## src/design/half_bit_timing_statistics_unit_macros.svh

```systemverilog
// Assertion macros shared by the half-bit timing statistics design.
`ifndef HALF_BIT_TIMING_STATISTICS_UNIT_MACROS_SVH
`define HALF_BIT_TIMING_STATISTICS_UNIT_MACROS_SVH

// Same-cycle implication, sampled on the rising clock, off during reset.
`define HBTS_ASSERT_NOW(label, ante, cons, msg) \
  label: assert property (@(posedge clk_i) disable iff (!rst_ni) (ante) |-> (cons)) \
    else $error(msg);

// Next-cycle implication, sampled on the rising clock, off during reset.
`define HBTS_ASSERT_NEXT(label, ante, cons, msg) \
  label: assert property (@(posedge clk_i) disable iff (!rst_ni) (ante) |=> (cons)) \
    else $error(msg);

`endif

```

## src/design/hbts_pkg.sv

```systemverilog
// Shared constants, types and codes of the half-bit timing statistics unit.
package hbts_pkg;

  localparam int BINS     = 128;
  localparam int BIN_W    = (BINS > 1) ? $clog2(BINS) : 1;
  localparam int LEN_W    = 16;
  localparam int CNT_W    = 32;
  localparam int KIND_W   = 2;
  localparam int BSEL_W   = 7;
  localparam int ADDR_W   = 3;
  localparam int DATA_W   = 32;

  typedef logic [LEN_W-1:0]  len_t;
  typedef logic [CNT_W-1:0]  cnt_t;
  typedef logic [BIN_W-1:0]  bin_addr_t;
  typedef logic [KIND_W-1:0] kind_t;
  typedef logic [BSEL_W-1:0] bsel_t;
  typedef logic [DATA_W-1:0] data_t;
  typedef logic [ADDR_W-1:0] addr_t;

  localparam len_t LOW_RESET     = 16'hFFFF;
  localparam len_t LOWEST_RESET  = 16'd45;
  localparam len_t HIGHEST_RESET = 16'd150;

  typedef enum logic [KIND_W-1:0] {
    KIND_RECORD   = 2'd0,
    KIND_READ     = 2'd1,
    KIND_SNAPSHOT = 2'd2
  } kind_e;

  typedef enum logic {
    REG_LOWEST  = 1'b0,
    REG_HIGHEST = 1'b1
  } reg_e;

  typedef struct packed {
    cnt_t second_cnt;
    cnt_t first_cnt;
  } bin_pair_t;

  typedef struct packed {
    logic      rd_en;
    bin_addr_t rd_addr;
    logic      upd_en;
    logic      upd_half;
    logic      clr_en;
    bin_addr_t clr_addr;
  } hist_ctrl_t;

  typedef struct packed {
    logic rec_en;
    logic clr_en;
    logic second_half;
    logic bit_value;
    len_t half_length;
    len_t half_delta;
  } sum_ctrl_t;

  typedef struct packed {
    cnt_t zero_count;
    cnt_t one_count;
    len_t zero_min;
    len_t zero_max;
    cnt_t zero_total;
    len_t zero_delta_peak;
    len_t one_min;
    len_t one_max;
    cnt_t one_total;
    len_t one_delta_peak;
  } summary_t;

endpackage

```

## src/design/hbts_summary.sv

```systemverilog
// Per-bit-value count, minimum, maximum, total and delta peak registers.
module hbts_summary (
  input  logic                 clk_i,
  input  logic                 rst_ni,
  input  hbts_pkg::sum_ctrl_t  ctrl_i,
  output hbts_pkg::summary_t   sum_o
);

  localparam hbts_pkg::summary_t SumInit = '{
    zero_min: hbts_pkg::LOW_RESET,
    one_min:  hbts_pkg::LOW_RESET,
    default:  '0
  };

  hbts_pkg::summary_t sum_q;
  hbts_pkg::summary_t sum_d;
  hbts_pkg::cnt_t     len_ext;

  always_comb begin
    len_ext                  = hbts_pkg::cnt_t'(ctrl_i.half_length);
    sum_d                    = sum_q;
    if (ctrl_i.clr_en) begin
      sum_d = SumInit;
    end else if (ctrl_i.rec_en) begin
      if (!ctrl_i.bit_value) begin
        sum_d.zero_count = sum_q.zero_count + 32'd1;
        sum_d.zero_total = sum_q.zero_total + len_ext;
        if (ctrl_i.half_length > sum_q.zero_max) sum_d.zero_max = ctrl_i.half_length;
        if (ctrl_i.half_length < sum_q.zero_min) sum_d.zero_min = ctrl_i.half_length;
        if (ctrl_i.second_half && ctrl_i.half_delta > sum_q.zero_delta_peak) begin
          sum_d.zero_delta_peak = ctrl_i.half_delta;
        end
      end else begin
        sum_d.one_count = sum_q.one_count + 32'd1;
        sum_d.one_total = sum_q.one_total + len_ext;
        if (ctrl_i.half_length > sum_q.one_max) sum_d.one_max = ctrl_i.half_length;
        if (ctrl_i.half_length < sum_q.one_min) sum_d.one_min = ctrl_i.half_length;
        if (ctrl_i.second_half && ctrl_i.half_delta > sum_q.one_delta_peak) begin
          sum_d.one_delta_peak = ctrl_i.half_delta;
        end
      end
    end
  end

  always_ff @(posedge clk_i or negedge rst_ni) begin
    if (!rst_ni) begin
      sum_q <= SumInit;
    end else begin
      sum_q <= sum_d;
    end
  end

  assign sum_o = sum_q;

endmodule

```

## config.mk

```make
export PLATFORM = sky130hd
export DESIGN_NAME = hbts_summary
export DESIGN_NICKNAME = d
export VERILOG_FILES = /design/src/design/half_bit_timing_statistics_unit_macros.svh /design/src/design/hbts_pkg.sv /design/src/design/hbts_summary.sv
export SDC_FILE = /design/constraint.sdc
export NUM_CORES = 1
export LEC_CHECK = 0
export ABC_AREA = 1
export BUFFER_PORTS_ARGS = -buffer_cell sky130_fd_sc_hd__buf_2
export CAP_MARGIN = 20
export CORE_UTILIZATION = 30
export CTS_BUF_LIST = sky130_fd_sc_hd__clkbuf_16
export DETAILED_ROUTE_END_ITERATION = 12
export SYNTH_ARGS = -nofsm -noshare
export SYNTH_HDL_FRONTEND = slang
export SYNTH_SLANG_ARGS = --single-unit
```

## constraint.sdc

```tcl
create_clock -name clk_i -period 2.35 [get_ports clk_i]
set_input_delay 0.1175 -clock clk_i [delete_from_list [all_inputs] [get_ports clk_i]]
set_output_delay 0.1175 -clock clk_i [all_outputs]
set_load 0.1 [all_outputs]
```

==> impl_metrics.ini <==
[die]
num_rows = 84
die_area_mm2 = 0.05413
die_h_um = 232.7
fp.coreArea_mm2 = 0.05255
die_w_um = 232.7
initial_core_util_pct = 30.37
pin_count = 262

[timing]
fin_tns_setup_ns = 0
fmax_mhz = 473.0
clock_skew_ns = 0.02077
setup_violations = 0
worst_pin_slew_ns = 0.5703
setup_ws_ns = 0.2359
relSlewSlack_pct = 62.24
slew_violations = 0
whs_ns = 0.04210
fin_crit_ns = 2.114
rsz0062_at_grt = false
fin_crit_sh_pct = 89.96
final_hold_viol_count = 0

[hold_path]
worstHoldEndpoint = sum_o[99]
hp-start = ctrl_i[35]
min_delay_path_depth = 3
worstHoldPathType = in -> reg

[status]
status = completed

[detailed_routing]
routed_wirelength_mm = 55.32
drc = 0
wl_per_cell_um = 16.50
routed_via_density = 4.856
drt_iter0_markers = 891
vias = 16282
drt_pass1_iterations = 5
ant_nets = 0

[worst_setup_path]
critical_path_class = reg -> reg
rr_endpoint = sum_o[112]
critPathMostFrequentCell = nand2_1
crit_path_end_kind = flip-flop
cp.arrival_ns = 2.57
rrSetupSlack_ns = 0.24
r2r-start = sum_o[96]
critical-path-top-delay-family = simple AND/OR/NAND/NOR gates
rr_worst_depth = 13
path_buf_inv = 2
slowest_stage = fa_1
required_ns = 2.81
critical_path.cell_chain = ha_1 > inv_1 > fa_1 > inv_1 > nand3_1 > nand3_2 > nand2_1 > nand2_1 > nand2_1 > nand2_1 > nand3_1 > nand2_1 > nor2_1
startpoint_type = flip-flop
path_max_fanout = 4
crit_path_max_incr_delay_ns = 0.40

[clocking]
clk_latency_ns = 0.58
h-tree-depth = 1
cts_inserted_buffers = 29
cts_max_path_buffers = 3
cts.sinks = 224
clock-root-buffer = clkbuf_16
cts_setup_buffers = 0
clk_pin_slew_worst_paths_ns = 0.06
tritoncts = yes

[pwr]
ir_worst_vdd_v = 0.0005415
p_leak_nw = 10.25
p_per_area_mw_per_mm2 = 615.7

[global_route]
grtUsageTotal_pct = 20.20
overflow = 0
antenna_found_initial = 0
grt_max_degree = 83
grt_pass1_wl_mm = 85.62
grt_pass1_vias = 15252

[yosys]
synth_edf_count = 0
synth-seq-area-share_pct = 35.37
async_flop_share_pct = 100.0
ys_warn_count = 0
synth_nets = 2518
syn_area_mm2 = 0.01596
netlist_instances = 2350
synthFlopType = dfrtp_1
synth.distinct_cells = 45
syn_area_per_cell_um2 = 6.792
ys_ff_latch = 224

[cells_and_area]
area_growth_pct = 21.64
diodes = 0
drive_above_1_share_pct = 17.41
nFillCells = 5697
most-common-layout-cells = nand2_1 (710), inv_1 (324), nand3_1 (294), buf_2 (260), nor2_1 (247)
multi_input_area_mm2 = 0.008842
largest_reg_flops = 224
regArea_mm2 = 0.005698
final_common_cell = nand2_1
fin_nets = 2810
final_core_util_pct = 36.95

[placed_design]
numPortBuffers = 261
place_congestion = 0.9311
pre_cts_slack_ns = 0.2275
dp_hpwl_mm = 42.01

[flow_run]
drv_cap = 0
## synthesized netlist by cell type (3+ instances only)
library cell	instances	area share, %
inv_2	7	0.16
nor3_2	6	0.38
a21oi_2	3	0.16
xor2_1	6	0.33
nand4_1	47	1.8
inv_1	316	7.4
nor2_2	3	0.12
or2_2	6	0.24
dfrtp_1	192	30
dfstp_2	32	5.3
nand3b_1	4	0.19
o21a_1	4	0.19
o21bai_1	9	0.42
o31ai_1	3	0.14
nand2_2	16	0.63
nor2_1	247	5.8
ha_1	128	10
a21oi_1	110	3.4
a22o_1	3	0.16
nand2_1	710	17
a31oi_1	7	0.27
buf_1	5	0.12
o21ai_0	69	2.2
nand3_1	295	9.2
nor3_1	46	1.4
buf_2	21	0.66
clkbuf_1	26	0.61
## kinds of logic after synthesis
family                     share of synthesized area [%]
xor gates and xnor gates                          0.4390
AOI/OAI and AO/OA                                  7.439
buffers and inverters                              9.266
and+or+nand+nor                                    37.20
adders and majority gates                          10.28
DFF                                                35.37
## per-layer routing
metal / vias to the layer above / GRT usage [%] / part of all wire, %
li1: 8176 / - / -
met2: 483 / 32.69 / 46
met1: 7558 / 27.68 / 46
met5: - / 0 / 0
met4: 0 / 4.677 / 2.2
met3: 65 / 3.713 / 6.7
## final cells by class
cell class / count / share of cell area (%)
clock inverters: 24 / 1.128
flip-flops and latches: 224 / 29.35
multi-input cells: 1745 / 45.54
well taps: 688 / 4.434
clock buffers: 30 / 3.867
repair buffers: 317 / 9.370
inverters: 325 / 6.309
## where the power goes
part | internal (mW) | switching (mW)
Clock | 2.74 | 1.84
Combinational | 0.671 | 2.46
Sequential | 4.08 | 0.161
Total | 7.49 | 4.46
## what timing repair did
action / in CTS / in global routing
hold buffers: 18 / 0
resized for setup: 0 / 1
hold endpoints to repair: 249 / 0
setup endpoints to repair: 0 / 1
## metrics by stage
step | area (um^2) | std cells | power, mW
after floorplan | 16010 | 2350 | 6.594
final | 19410 | 3353 | 11.95
after CTS | 19410 | 3353 | 12.12
after detailed placement | 18260 | 3281 | 7.419
after global placement | 18260 | 3281 | 7.410
after global routing | 19410 | 3353 | 12.51
## how the worst max path moves through the flow
stage	from	endpoint	slack, ns	depth (start not counted)
CTS	sum_o[96]	sum_o[112]	0.21	13
detailed placement	sum_o[96]	sum_o[108]	0.23	13
global route	sum_o[96]	sum_o[112]	0.05	13
finish	sum_o[96]	sum_o[112]	0.24	13
floorplan	sum_o[83]	sum_o[85]	0.003	14
global placement	sum_o[96]	sum_o[108]	0.24	13
## worst min-delay path, delay by kind of cell
kind	cells	cell delay (ns)
simple gates	1	0.22
buf+inv	1	0.11
compound gates	1	0.11
Note: power is estimated with default switching activity, not from simulation.
